[config.mk]
export PLATFORM = sky130hd
export DESIGN_NAME = lsc_interp
export DESIGN_NICKNAME = d
export VERILOG_FILES = /design/src/hdl/assert_macros.svh /design/src/hdl/lsc_pkg.sv /design/src/hdl/lsc_interp.sv
export SDC_FILE = /design/constraint.sdc
export NUM_CORES = 1
export LEC_CHECK = 0
export ABC_AREA = 1
export BUFFER_PORTS_ARGS = -buffer_cell sky130_fd_sc_hd__buf_2
export CAP_MARGIN = 5
export CORE_UTILIZATION = 60
export DETAILED_ROUTE_END_ITERATION = 8
export HOLD_SLACK_MARGIN = 0.02
export PLACE_DENSITY = 0.9
export SLEW_MARGIN = 30
export SYNTH_ARGS = -nofsm -noshare
export SYNTH_HDL_FRONTEND = slang
export SYNTH_SLANG_ARGS = --single-unit
export TNS_END_PERCENT = 100
[constraint.sdc]
create_clock -name i_clk -period 15.6 [get_ports i_clk]
set_input_delay 0.78 -clock i_clk [delete_from_list [all_inputs] [get_ports i_clk]]
set_output_delay 0.78 -clock i_clk [all_outputs]
set_load 0.02 [all_outputs]
[src/hdl/assert_macros.svh]
// Assertion macros shared by the clipper RTL.
`ifndef ASSERT_MACROS_SVH
`define ASSERT_MACROS_SVH

// Clocked assertion that is switched off while reset is held.
`define LSC_ASSERT(label, clk, rst_n, prop, msg) \
    label: assert property (@(posedge clk) disable iff (!(rst_n)) (prop)) else $error(msg);

// Clocked assertion that is also checked during reset.
`define LSC_ASSERT_ALWAYS(label, clk, prop, msg) \
    label: assert property (@(posedge clk) (prop)) else $error(msg);

`endif

[src/hdl/lsc_pkg.sv]
// Package with the shared constants and types of the line segment clipper.
package lsc_pkg;

    localparam int COORD_WIDTH_DEF     = 16;
    localparam int T_FRACTION_BITS_DEF = 16;
    localparam int CFG_INDEX_WIDTH     = 3;

    localparam int WIN_LEFT_RST   = -100;
    localparam int WIN_BOTTOM_RST = -100;
    localparam int WIN_RIGHT_RST  = 100;
    localparam int WIN_TOP_RST    = 100;

    typedef enum logic [CFG_INDEX_WIDTH-1:0] {
        CFG_LEFT,
        CFG_BOTTOM,
        CFG_RIGHT,
        CFG_TOP
    } t_cfg_reg;

    typedef struct packed {
        logic p_zero;
        logic p_neg;
        logic q_neg;
    } t_ratio_flags;

endpackage

[src/hdl/lsc_interp.sv]
// Endpoint interpolation: base + d * t, rounded to nearest with ties upward.
module lsc_interp #(
    parameter int COORD_WIDTH     = lsc_pkg::COORD_WIDTH_DEF,
    parameter int T_FRACTION_BITS = lsc_pkg::T_FRACTION_BITS_DEF
) (
    input  logic                          i_clk,
    input  logic                          i_ce,
    input  logic                          i_ok,
    input  logic signed [COORD_WIDTH-1:0] i_base,
    input  logic signed [COORD_WIDTH:0]   i_d,
    input  logic [T_FRACTION_BITS:0]      i_t,
    output logic [COORD_WIDTH-1:0]        o_val
);

    localparam int W  = COORD_WIDTH;
    localparam int F  = T_FRACTION_BITS;
    localparam int PW = W + F + 3;

    logic signed [PW-1:0]  r_prod;
    logic signed [W-1:0]   r_base;
    logic                  r_ok;
    logic signed [PW-1:0]  w_sum;
    logic signed [PW-1:0]  w_val;

    always_ff @(posedge i_clk) begin
        if (i_ce) begin
            r_prod <= PW'(i_d) * PW'(signed'({1'b0, i_t}));
            r_base <= i_base;
            r_ok   <= i_ok;
        end
    end

    assign w_sum = r_prod + PW'(2**(F-1));
    assign w_val = (w_sum >>> F) + PW'(r_base);

    always_ff @(posedge i_clk) begin
        if (i_ce) begin
            o_val <= r_ok ? w_val[W-1:0] : '0;
        end
    end

endmodule

== After elaboration in Yosys (flattened, before gate mapping) ==
Index checks and enable logic that the tools add are counted.

* Add/subtract/negate cells: 2
* Multipliers: 1

{| class="wikitable"
|+ Operators with widths
! operator !! count
|-
| 32-bit by 17-bit adder with 32-bit output, second input constant || 1
|-
| 17-bit by 18-bit multiplier with 32-bit output || 1
|-
| 16-bit adder || 1
|}

* Flip-flop bits (word level): 65
* Logic and storage cells: 7

== Logic depth before layout (Yosys ltp) ==
* Depth after elaboration: 2
* Depth in mapped cells: 27
* Gate-level depth less buffers: 25

== Worst setup path after synthesis ==
Ideal clock, no wire load.

* Kind: input port to flip-flop
* Start: input i_d[8]
* End: register r_prod[28], data pin
* Data arrival time: 5.551 ns
* Data required time: 15.348 ns
* Setup slack: 9.797 ns
* Stages on the path: 22
* Cell sequence: clkbuf_1 clkbuf_1 nand2_1 fa_1 inv_1 fa_1 inv_1 fa_1 inv_1 fa_1 fa_1 inv_1 fa_1 inv_1 ha_1 nand2_1 nor2_1 inv_1 nor4_1 nand2_1 nand3_1 nand2_1

* Longest elaborated chain between the ends: 1

{| class="wikitable"
|+ RTL lines
! item !! line !! RTL
|-
| start: declaration || lsc_interp.sv:10 || <nowiki>input logic signed [COORD_WIDTH:0] i_d,</nowiki>
|-
| 17-bit by 18-bit multiplier with 32-bit output || lsc_interp.sv:27 || <nowiki>r_prod <= PW'(i_d) * PW'(signed'({1'b0, i_t}));</nowiki>
|-
| end signal: assignment || lsc_interp.sv:27 ||
|-
| end: declaration || lsc_interp.sv:19 || <nowiki>logic signed [PW-1:0] r_prod;</nowiki>
|}

No other way between the ends.
A chain may end at the register's enable or synchronous reset.

== Worst setup path after layout ==
* Start: input i_d[16]
* End: register r_prod[26], data pin

Same word-level chain as after synthesis.

==> key figures <==
Synth
  – Share of the synthesized area in the top cell type: 35.21%
  – Post-synthesis instance area: 12730 µm²
  – YS warnings: 0
  – Mean instance size in the synthesized netlist: 7.603 µm²
  – Leading cell types by total area after synthesis: sky130_fd_sc_hd__fa_1, sky130_fd_sc_hd__inv_1, sky130_fd_sc_hd__nand2_1
  – Flop and latch count out of synthesis: 50
  – Share of synthesized area occupied by flip-flops and latches: 11.79%
  – Gate Count Post-Synth: 1675
  – Count of cell types in the netlist: 31
  – Yosys top cell by area: sky130_fd_sc_hd__fa_1
  – Synthesized net count: 2074

Timing
  – Hold Vio Cnt, Final: 0
  – Crit path setup slack, layout: 9.644 ns
  – Headroom to the max-slew limit: 57.36%
  – Final-report max-slew violation count: 0
  – Number of setup violations in the final report: 0
  – Final clock period utilization by the worst path: 38.18%
  – TNS Setup: 0 ns
  – Worst clock skew: 0.01177 ns
  – RSZ-0062 raised after global routing: no
  – Final period demand of the worst path: 5.956 ns
  – Worst Max-Slew Pin Slew: 0.6396 ns
  – Max Freq: 167.9 MHz

Drt
  – Detailed-router iteration count before antenna repair: 7
  – Detailed-route wire length per cell: 14.98 µm
  – Antenna-violating nets left: 0
  – Avg Vias per Cell: 5.314
  – Routed wire length: 29270 µm
  – DRC violation count after routing: 0
  – Drt initial violations: 653
  – Total via count after detailed routing: 10380

GRT
  – Maximum number of pins on one net before global-route repair: 51
  – Met3 usage: 3.395%
  – First-pass GRT wire length: 51010 µm
  – Global route overflow: 0
  – Global-route layer with the greatest usage: met2
  – Initial antenna violation count: 0
  – Met1 capacity usage during global routing: 36.01%
  – GRT Util Overall: 29.34%
  – Met2 Resource Use GR: 53.28%
  – Via count of the first global-routing pass: 11300

Setup path
  – Arrival time of data at the critical path endpoint: 6.01 ns
  – Endpoint type of the worst setup path: register
  – Kind of start point of the critical path: input pin
  – Kind of cell with the highest combined delay on the critical path: adder cells
  – Largest incremental delay on the critical path: 0.54 ns
  – Slowest stage cell, crit path: sky130_fd_sc_hd__fa_1
  – Cell repeated most along the worst path: sky130_fd_sc_hd__fa_1
  – Highest net fanout along the worst path: 16
  – Combined buffer and inverter count along the critical path: 5
  – Launch instance of the worst register-to-register path: r_prod[17]$_DFFE_PP_
  – Worst-path cell chain: buf_2 > inv_1 > or2_2 > fa_1 > inv_1 > fa_1 > fa_1 > inv_1 > fa_1 > inv_1 > fa_1 > ha_1 > ha_1 > nand2_1 > nor2_1 > nand2_1 > nor4_1 > nand2_1 > nand4_1 > nand2_1
  – Critical path type: in2reg
  – WP data required: 15.65 ns
  – CP Launch Point: i_d[16]

Final layout
  – Proportion of layout cells with a drive suffix above 1: 5.641%
  – Post-layout nets: 2082
  – Layout filler cell count: 1697
  – Area growth syn-to-layout: 4.873%
  – ANT cells: 0

Floorplan
  – I/O Pins: 69
  – Y dimension of the die: 147.7 µm
  – Horiz. Die Dim: 147.7 µm
  – Row count: 52
  – Area of the core: 20490 µm²
  – Die Area: 21810 µm²
  – Initial standard-cell utilization of the core: 62.14%

Placement
  – Detailed Place HPWL: 24700 µm
  – Quantity of I/O buffers inserted on ports: 68
  – Routability congestion estimate from global placement: 0.8887
  – Worst slack at placement: 9.403 ns

Status
  – Status: completed

Clock network
  – Post-cts sizing count: 0
  – Insertion delay of the later-clocked pin in the worst-skew pair: 0.29 ns
  – Clock-pin slew on the worst setup and hold paths: 0.07 ns
  – Num Clock Sinks: 50
  – Root buf cell: sky130_fd_sc_hd__clkbuf_16
  – Max clock buf depth: 2
  – Clock tree from TritonCTS: built
  – Number of buffers inserted during clock tree synthesis: 5
  – Post-CTS Hold Fix Bufs: 0
  – Buffer count from post-CTS setup fixing: 0
  – Number of H-tree levels: 2

Min path
  – Startpoint of the lowest-slack hold path: r_base[0]$_DFFE_PP_
  – Hold crit path type: reg2reg

Run
  – Count of max-cap constraint violations: 0
[placed cells by master (no fill, tap or decap), types with 3 or more instances in the layout]
cell                          n
sky130_fd_sc_hd__a21oi_1     56
sky130_fd_sc_hd__o21ai_1      4
sky130_fd_sc_hd__inv_1      484
sky130_fd_sc_hd__o21a_1       3
sky130_fd_sc_hd__xor2_1      16
sky130_fd_sc_hd__o21bai_1     6
sky130_fd_sc_hd__nor2_1      63
sky130_fd_sc_hd__clkbuf_16    5
sky130_fd_sc_hd__or2_2       10
sky130_fd_sc_hd__edfxtp_1    50
sky130_fd_sc_hd__nand4_1      8
sky130_fd_sc_hd__o21ai_0     25
sky130_fd_sc_hd__xnor2_1      7
sky130_fd_sc_hd__buf_2       67
sky130_fd_sc_hd__nand3_1     36
sky130_fd_sc_hd__ha_1       122
sky130_fd_sc_hd__nand2_1    469
sky130_fd_sc_hd__nor3_1       7
sky130_fd_sc_hd__fa_1       224
[flip-flops by register name, summed over array words and instances (netlist names)]
signal / flops
o_val: 16
r_ok: 1
r_prod: 17
r_base: 16
[layout make-up]
cell class                 instances  area (µm²)  area share [%]
clock buffer                       5       125.1          0.9369
clock inverter                     3       68.82          0.5153
inverter                         486        1824           13.66
multi-input combinational       1072        9155           68.55
sequential                        50        1501           11.24
tap                              270       337.8           2.530
timing repair buffer              68       342.8           2.567
[worst register-to-register path, stage by stage (launching register included)]
cell and delay (ns):
sky130_fd_sc_hd__edfxtp_1 0.38, sky130_fd_sc_hd__and3_1 0.27, sky130_fd_sc_hd__nand2_1 0.17, sky130_fd_sc_hd__nor3_1 0.22, sky130_fd_sc_hd__xnor2_1 0.14, sky130_fd_sc_hd__inv_1 0.06
sky130_fd_sc_hd__ha_1 0.38, sky130_fd_sc_hd__a21oi_1 0.30, sky130_fd_sc_hd__o21ai_0 0.15, sky130_fd_sc_hd__a21oi_1 0.15, sky130_fd_sc_hd__nand2_1 0.08, sky130_fd_sc_hd__nor2_1 0.10
sky130_fd_sc_hd__nor2_1 0.05
[logic make-up (layout without fill, tap and decap cells)]
group,count (synthesis),after routing,synth area share [%]
flops,50,50,11.79
xor+xnor,23,23,1.582
fa+ha+maj,346,346,47.20
simple gates,606,606,19.07
buf+inv,553,562,16.32
compound gates,97,97,4.038
[synth_stat cells]
library cell,n
sky130_fd_sc_hd__nand2_2,2
sky130_fd_sc_hd__o21bai_1,6
sky130_fd_sc_hd__a31oi_1,1
sky130_fd_sc_hd__a21o_1,2
sky130_fd_sc_hd__nor2_2,2
sky130_fd_sc_hd__ha_1,122
sky130_fd_sc_hd__nand3b_1,2
sky130_fd_sc_hd__and2_1,1
sky130_fd_sc_hd__clkbuf_1,65
sky130_fd_sc_hd__fa_1,224
sky130_fd_sc_hd__nor4_1,2
sky130_fd_sc_hd__nand2_1,469
sky130_fd_sc_hd__nor2_4,1
sky130_fd_sc_hd__nand3_1,36
sky130_fd_sc_hd__nor2_1,63
sky130_fd_sc_hd__inv_2,2
sky130_fd_sc_hd__o21a_1,3
sky130_fd_sc_hd__buf_2,2
sky130_fd_sc_hd__and3_1,1
sky130_fd_sc_hd__nor3_1,7
sky130_fd_sc_hd__xor2_1,16
sky130_fd_sc_hd__nand3b_2,1
sky130_fd_sc_hd__a21oi_1,56
sky130_fd_sc_hd__edfxtp_1,50
sky130_fd_sc_hd__nor3_4,1
sky130_fd_sc_hd__xnor2_1,7
sky130_fd_sc_hd__or2_2,10
sky130_fd_sc_hd__o21ai_1,4
sky130_fd_sc_hd__nand4_1,8
sky130_fd_sc_hd__inv_1,484
sky130_fd_sc_hd__o21ai_0,25
[path summary, 6_finish.rpt]
| check | end | slack (ns) | depth (start not counted) |
|---|---|---|---|
| setup / recovery | r_prod[26]$_DFFE_PP_ | 9.64 | 20 |
| hold / removal | o_val[0]$_SDFFCE_PN0P_ | 0.66 | 3 |
| setup reg to reg | o_val[15]$_SDFFCE_PN0P_ | 12.89 | 12 |
| hold reg to reg | o_val[0]$_SDFFCE_PN0P_ | 0.66 | 3 |
[routing by layer]
layer	up-vias	share of wire (%)
met4	0	3.3
li1	4847	-
met1	5033	39
met2	410	51
met5	-	0
met3	93	6.4
[through the flow]
stage               instances  cell area (µm²)  util [%]  hold slack, ns
floorplan                1675            12730         -          0.6056
global placement         1946            13160     64.21          0.6270
detailed placement       1946            13160     64.22          0.6481
CTS                      1954            13360     65.16          0.6559
global route             1954            13360     65.16          0.6484
finish                   1954            13360     65.16          0.6556
Power is not shown: default switching activity piles up to over one toggle a cycle in this logic, so the estimate is an artifact.
