**src/hdl/assert_macros.svh**
```systemverilog
// Assertion macros shared by the clipper RTL.
`ifndef ASSERT_MACROS_SVH
`define ASSERT_MACROS_SVH

// Clocked assertion that is switched off while reset is held.
`define LSC_ASSERT(label, clk, rst_n, prop, msg) \
    label: assert property (@(posedge clk) disable iff (!(rst_n)) (prop)) else $error(msg);

// Clocked assertion that is also checked during reset.
`define LSC_ASSERT_ALWAYS(label, clk, prop, msg) \
    label: assert property (@(posedge clk) (prop)) else $error(msg);

`endif

```
**src/hdl/lsc_pkg.sv**
```systemverilog
// Package with the shared constants and types of the line segment clipper.
package lsc_pkg;

    localparam int COORD_WIDTH_DEF     = 16;
    localparam int T_FRACTION_BITS_DEF = 16;
    localparam int CFG_INDEX_WIDTH     = 3;

    localparam int WIN_LEFT_RST   = -100;
    localparam int WIN_BOTTOM_RST = -100;
    localparam int WIN_RIGHT_RST  = 100;
    localparam int WIN_TOP_RST    = 100;

    typedef enum logic [CFG_INDEX_WIDTH-1:0] {
        CFG_LEFT,
        CFG_BOTTOM,
        CFG_RIGHT,
        CFG_TOP
    } t_cfg_reg;

    typedef struct packed {
        logic p_zero;
        logic p_neg;
        logic q_neg;
    } t_ratio_flags;

endpackage

```
**src/hdl/lsc_div.sv**
```systemverilog
// Pipelined ratio unit: q * 2^F / p, one quotient bit per stage, directed rounding.
module lsc_div #(
    parameter int COORD_WIDTH     = lsc_pkg::COORD_WIDTH_DEF,
    parameter int T_FRACTION_BITS = lsc_pkg::T_FRACTION_BITS_DEF
) (
    input  logic                            i_clk,
    input  logic                            i_ce,
    input  logic signed [COORD_WIDTH:0]     i_p,
    input  logic signed [COORD_WIDTH:0]     i_q,
    output logic signed [T_FRACTION_BITS+2:0] o_r,
    output lsc_pkg::t_ratio_flags           o_flags
);

    localparam int W = COORD_WIDTH;
    localparam int F = T_FRACTION_BITS;
    localparam logic [F+1:0] SAT_MAG = (F+2)'(2**F + 2);

    logic [W:0]                  r_a0;
    logic [W:0]                  r_b0;
    lsc_pkg::t_ratio_flags       r_fl0;

    logic [W:0]                  r_rem  [0:F];
    logic [W:0]                  r_b    [0:F];
    logic [F:0]                  r_quo  [0:F];
    logic                        r_sat  [0:F];
    lsc_pkg::t_ratio_flags       r_fl   [0:F];

    logic [W+1:0]                w_twob;
    logic                        w_sat;
    logic                        w_ige;
    logic [F+1:0]                w_mag;
    logic                        w_bump;
    logic signed [F+2:0]         w_smag;

    always_ff @(posedge i_clk) begin
        if (i_ce) begin
            r_a0         <= i_q[W] ? (W+1)'(-i_q) : i_q;
            r_b0         <= i_p[W] ? (W+1)'(-i_p) : i_p;
            r_fl0.p_zero <= (i_p == '0);
            r_fl0.p_neg  <= i_p[W];
            r_fl0.q_neg  <= i_q[W];
        end
    end

    assign w_twob = {r_b0, 1'b0};
    assign w_sat  = ({1'b0, r_a0} >= w_twob);
    assign w_ige  = (r_a0 >= r_b0);

    always_ff @(posedge i_clk) begin
        if (i_ce) begin
            r_rem[0] <= w_ige ? (r_a0 - r_b0) : r_a0;
            r_b[0]   <= r_b0;
            r_quo[0] <= {{F{1'b0}}, w_ige};
            r_sat[0] <= w_sat;
            r_fl[0]  <= r_fl0;
        end
    end

    for (genvar k = 1; k <= F; k++) begin : g_step
        logic [W+1:0] w_rem2;
        logic         w_ge;
        logic [W+1:0] w_diff;

        assign w_rem2 = {r_rem[k-1], 1'b0};
        assign w_ge   = (w_rem2 >= {1'b0, r_b[k-1]});
        assign w_diff = w_rem2 - {1'b0, r_b[k-1]};

        always_ff @(posedge i_clk) begin
            if (i_ce) begin
                r_rem[k] <= w_ge ? w_diff[W:0] : w_rem2[W:0];
                r_b[k]   <= r_b[k-1];
                r_quo[k] <= {r_quo[k-1][F-1:0], w_ge};
                r_sat[k] <= r_sat[k-1];
                r_fl[k]  <= r_fl[k-1];
            end
        end
    end

    // A remainder on a negative numerator rounds the magnitude up in both directions.
    assign w_bump = (r_rem[F] != '0) && r_fl[F].q_neg;
    assign w_mag  = r_sat[F] ? SAT_MAG : ({1'b0, r_quo[F]} + (F+2)'(w_bump));
    assign w_smag = signed'({1'b0, w_mag});

    always_ff @(posedge i_clk) begin
        if (i_ce) begin
            o_r     <= (r_fl[F].q_neg ^ r_fl[F].p_neg) ? -w_smag : w_smag;
            o_flags <= r_fl[F];
        end
    end

endmodule

```
**config.mk**
```make
export PLATFORM = sky130hd
export DESIGN_NAME = lsc_div
export DESIGN_NICKNAME = d
export VERILOG_FILES = /design/src/hdl/assert_macros.svh /design/src/hdl/lsc_pkg.sv /design/src/hdl/lsc_div.sv
export SDC_FILE = /design/constraint.sdc
export NUM_CORES = 1
export LEC_CHECK = 0
export BUFFER_PORTS_ARGS = -buffer_cell sky130_fd_sc_hd__buf_2
export CAP_MARGIN = 40
export CORE_AREA = 5 5 287 289
export CTS_CLUSTER_SIZE = 40
export DETAILED_ROUTE_END_ITERATION = 16
export DIE_AREA = 0 0 292 294
export PLACE_DENSITY = 0.85
export SYNTH_ARGS = -nofsm -noshare
export SYNTH_HDL_FRONTEND = slang
export SYNTH_SLANG_ARGS = --single-unit
```
**constraint.sdc**
```tcl
create_clock -name i_clk -period 3.3 [get_ports i_clk]
set_clock_uncertainty 0.2 [all_clocks]
set_input_delay 0.495 -clock i_clk [delete_from_list [all_inputs] [get_ports i_clk]]
set_output_delay 0.495 -clock i_clk [all_outputs]
set_load 0.05 [all_outputs]
```
== Word-level counts from Yosys, hierarchy flattened ==
Memories as Yosys holds them, arrays and structs flattened.
Index checks and enable logic that the tools add are counted.
Widths: inputs -> output; s select.

* RAM bits: 935
* Flip-flop bits (word level): 59
* Bits of input ports: 36
* Output and inout bits: 22
* Memories kept: 5
* Logic and storage cells: 83

* $lt $le $gt $ge: 18
* Bitwise gates (word level): 1
* Add/subtract/negate cells: 21
* Mux-type cells: 23
* Reduce and logical (&&, ||, !) cells: 3

{| class="wikitable"
|+ Memory list
! memory !! depth !! bits a word !! rd ports !! clocked after Yosys merged registers in !! wr ports !! RTL line !! text
|-
| r_b || 17 || 17 || 16 || 0 || 17 || lsc_div.sv:23 || <nowiki>logic [W:0] r_b [0:F];</nowiki>
|-
| r_quo || 17 || 17 || 17 || 0 || 17 || lsc_div.sv:24 || <nowiki>logic [F:0] r_quo [0:F];</nowiki>
|-
| r_rem || 17 || 17 || 17 || 0 || 17 || lsc_div.sv:22 || <nowiki>logic [W:0] r_rem [0:F];</nowiki>
|-
| r_fl || 17 || 3 || 17 || 0 || 17 || lsc_div.sv:26 || <nowiki>lsc_pkg::t_ratio_flags r_fl [0:F];</nowiki>
|-
| r_sat || 17 || 1 || 17 || 0 || 17 || lsc_div.sv:25 || <nowiki>logic r_sat [0:F];</nowiki>
|}

{| class="wikitable"
|+ Operators by type and width
! operator !! count
|-
| $mux 17 || 17
|-
| $sub 17x17->17 || 17
|-
| $ge 18x17->1 || 16
|-
| $mux 18 || 2
|-
| $neg 17->17 || 2
|-
| $mux 16 || 2
|-
| $neg 18->19 || 1
|-
| $add 17x1->18 || 1
|-
| $ge 17x18->1 || 1
|-
| $ge 17x17->1 || 1
|-
| $logic_not 17->1 || 1
|-
| $reduce_bool 17->1 || 1
|-
| $mux 1 || 2
|-
| $logic_and 1x1->1 || 1
|-
| $xor 1x1->1 || 1
|}

== Depth between registers and ports, before layout ==
An unclocked memory read counts as a cell.

* Depth in word-level cells: 7
* Depth in mapped cells: 13
* Depth with buffers taken out: 12

== Worst setup path after synthesis ==
Ideal clock, no wire load.

* Kind: register to register
* Start point: mem r_rem[0][282] (netlist bit)
* End point: reg o_r[13] (data pin)
* Setup slack: 0.079 ns
* Clock period less this slack: 3.221 ns
* Buffers on the path: 0
* Required time: 2.846 ns
* Data arrival time: 2.767 ns
* Stages on the path, launching flop included: 13
* Cell sequence: edfxtp_1 -> nor4_1 -> nand4_1 -> o41a_1 -> ha_1 -> ha_1 -> xor2_1 -> nor4_1 -> and3_1 -> o2111ai_2 -> nor3_1 -> mux2i_1 -> o21a_1

{| class="wikitable"
|+ RTL lines
! element !! RTL line !! text
|-
| start, declared || lsc_div.sv:22 ||
|-
| end signal, assigned || lsc_div.sv:86 || <nowiki>o_r <= (r_fl[F].q_neg ^ r_fl[F].p_neg) ? -w_smag : w_smag;</nowiki>
|-
| end, declared || lsc_div.sv:10 || <nowiki>output logic signed [T_FRACTION_BITS+2:0] o_r,</nowiki>
|}

==> results.md <==
- Multi-input gate area: 18700 sq um
- Via count: 31200
- Static leakage: 0.0202 uW
- Core ar.: 79600 sq um
- DP Area: 47800 sq um
- Register area: 25300 sq um
- Post-Layout Inst Area: 51300 sq um
- Slew HR: 46.9%
- Fin util: 64.4%
- Avg WL per Cell: 18.5 um
- Setup ws final: -81.4 ps
- GRT overflow: 0
- Share of flip-flops with an asynchronous set or reset: 0%
- Crit start category: flip-flop
- R2R setup slack: -80 ps
- Total die area: 85800 sq um
- Routed WL: 96800 um
- # rows: 104
- Most frequent cells in the layout: edfxtp_1, inv_1, ha_1
- Reg2reg end: o_r[16]
- Nets@finish: 4463
- Worst R2R Start: r_rem[0][283]
- CP arrival: 3570 ps
- CP endpoint kind: flip-flop
- Worst Hold Launch: i_p[7]
- P&R area growth vs syn: 12.6%
- Initial detailed-routing violation count: 2668
- TritonRoute pass-1 iters: 6
- Number of synthesized flops with an enable pin: 841
- Post-Synthesis Cell Area: 45600 sq um
- Initial Utilization: 57.2%
- Gpl congestion: 0.918
- Slew Limit Fails: 0
- Actual slew at the worst max-slew pin: 784 ps
- I/O pins: 58
- Hold Path Class: in2reg
- Unrepaired setup endpoints after global routing: yes
- VDD IR max: 497 uV
- Clk root buf: clkbuf_16
- Commonest non-fill, non-tap cell in the layout: edfxtp_1
- CTS tree: yes
- Setup CP Type: reg2reg
- Share of cells above drive strength 1: 12.0%
- DR vias/cell: 5.96
- Clk slew on worst S/H paths: 60 ps
- Placed Cells: 5032
- Clock Sinks: 841
- First-pass GRT wire length: 156000 um
- Mapped Nets: 4242
- Die X: 292 um
- Number of antenna-violating nets in the routed design: 0
- Mapped Cells: 3877
- H-tree depth: 3
- Die Y: 294 um
- Number of max-cap violations: 0
- Ys Warns: 0
- Largest net degree at the start of global routing: 131
- R2r worst-path depth: 11
- Mean Syn Cell Area: 11.8 sq um
- Bufs on Longest Clock Path: 3
- Top FF cell, synth: edfxtp_1
- Cts bufs inserted: 89
- Vias in the first global route: 30600
- Initial antenna violation count: 0
- Hold Crit Depth: 2
- Final Hold Vio Count: 0
- Finished Layout Cells: 5229
- Yosys reg bits: 841
- Final worst-path cycle share: 102%
- Final setup violation count: 5
- Cell Pwr Density: 943 nW/um^2
- Final HPWL DP: 68400 um
- Synth cell types: 96
- GRT Util Overall: 22.1%
- Sequential-to-total area share from yosys stat: 55.4%
- Max Fanout on Critical Path: 3
- Fillers: 5719
- Failing checks: setup timing
- # DRC: 0
- FMAX: 296 MHz
- Period minus WS final: 3380 ps
- Input/output buffers: 57
- Hold path endpoint: r_b0[7]
- CP required: 3480 ps
- Status: finished with violations
- Clk_lat worst skew: 640 ps
worst max-delay path by stage:
stage                  startpoint      end  slack, ps  cells after the start
finish              r_rem[0][283]  o_r[16]        -80                     11
global route        r_rem[0][272]  o_r[17]       -170                     11
CTS                 r_rem[0][283]  o_r[17]       -130                     13
detailed placement  r_rem[0][282]  o_r[17]       -320                     11
global placement    r_rem[0][282]  o_r[13]       -320                     12
floorplan           r_rem[0][282]  o_r[13]         80                     12
report_power, final:
group	total [uW]	internal, uW	leakage, uW	switching (uW)
clock	10100	5950	0.00143	4160
combinational	21100	9480	0.0106	11600
sequential	17200	15600	0.00824	1610
cell families after synthesis:
| kind of cell | share of synthesized area [%] |
|---|---|
| xor+xnor | 4.34 |
| buf+inv | 3.97 |
| fa+ha+maj | 9.31 |
| flops | 55.4 |
| mux | 3.62 |
| compound gates | 13.5 |
| simple gates | 9.77 |
per-layer routing:
| layer | wire length (um) | global-route usage (%) | vias to the layer above |
|---|---|---|---|
| met1 | 39300 | 28.0 | 15000 |
| met3 | 5580 | 2.93 | 252 |
| met2 | 48500 | 39.0 | 1086 |
| met4 | 3370 | 8.09 | 0 |
| li1 | - | - | 14800 |
| met5 | 0 | 0 | - |
registers in the layout (all words and copies together), names as in the netlist:
register / flops
r_rem: 289
r_quo: 153
r_fl: 51
o_flags: 3
r_sat: 17
r_a0: 17
o_r: 19
r_b: 272
r_fl0: 3
r_b0: 17
per-stage QoR:
stage	power [uW]	hold slack [ps]	setup WS, ps	setup TNS, ps
4_1_cts	48200	0.556	-134	-464
2_1_floorplan	32200	200	78.5	0
5_1_grt	51400	21.0	-167	-947
6_report	48400	31.0	-81.4	-280
3_3_place_gp	36900	200	-317	-1370
3_5_place_dp	37700	205	-321	-1700
what timing repair did:
action | in CTS | in global routing
hold buffers | 26 | 0
hold endpoints to repair | 26 | 0
setup buffers | 5 | 4
gates resized for setup | 29 | 17
setup endpoints to repair | 10 | 46
pin swaps | 18 | 11
cloned | 0 | 0
critical path: stages (launching register included):
cell and delay (ps):
edfxtp_1 360, nor4_1 290, nand4_1 140, o41a_1 410, ha_4 230, ha_4 220
nor2_2 170, ha_2 210, and4_4 230, nand4_1 190, o31a_1 320, xor2_1 140
cells in the mapped netlist, types with 17 or more instances:
library cell	count	area (sq um)
edfxtp_1	841	25300
inv_1	390	1460
ha_1	312	3900
o21ai_0	276	1380
nor2_1	266	998
nand2_1	258	968
a21oi_1	223	1120
xnor2_1	147	1290
mux2_2	113	1270
xor2_1	79	692
o21a_1	72	541
nand2b_1	62	388
nor2b_1	60	375
nor3_1	59	295
nand3_1	54	270
a21o_1	53	398
a211oi_1	48	360
o31ai_1	38	285
a31oi_1	30	188
nand4_1	30	188
buf_2	25	125
mux2i_1	24	240
clkbuf_1	23	86.3
and3_1	22	138
nor4_1	22	138
o31a_1	21	184
o21bai_1	18	135
or3_1	18	113
fa_1	17	340
final cells by class:
| cell class | count | share of cell area [%] |
|---|---|---|
| sequential | 841 | 49.2 |
| clock buffer | 99 | 4.46 |
| multi-input combinational | 2581 | 36.5 |
| antenna | 1 | 0.00488 |
| tap | 1060 | 2.59 |
| timing repair buffer | 193 | 3.08 |
| inverter | 392 | 2.87 |
| clock inverter | 62 | 1.30 |
(Power assumes the default switching activity.)
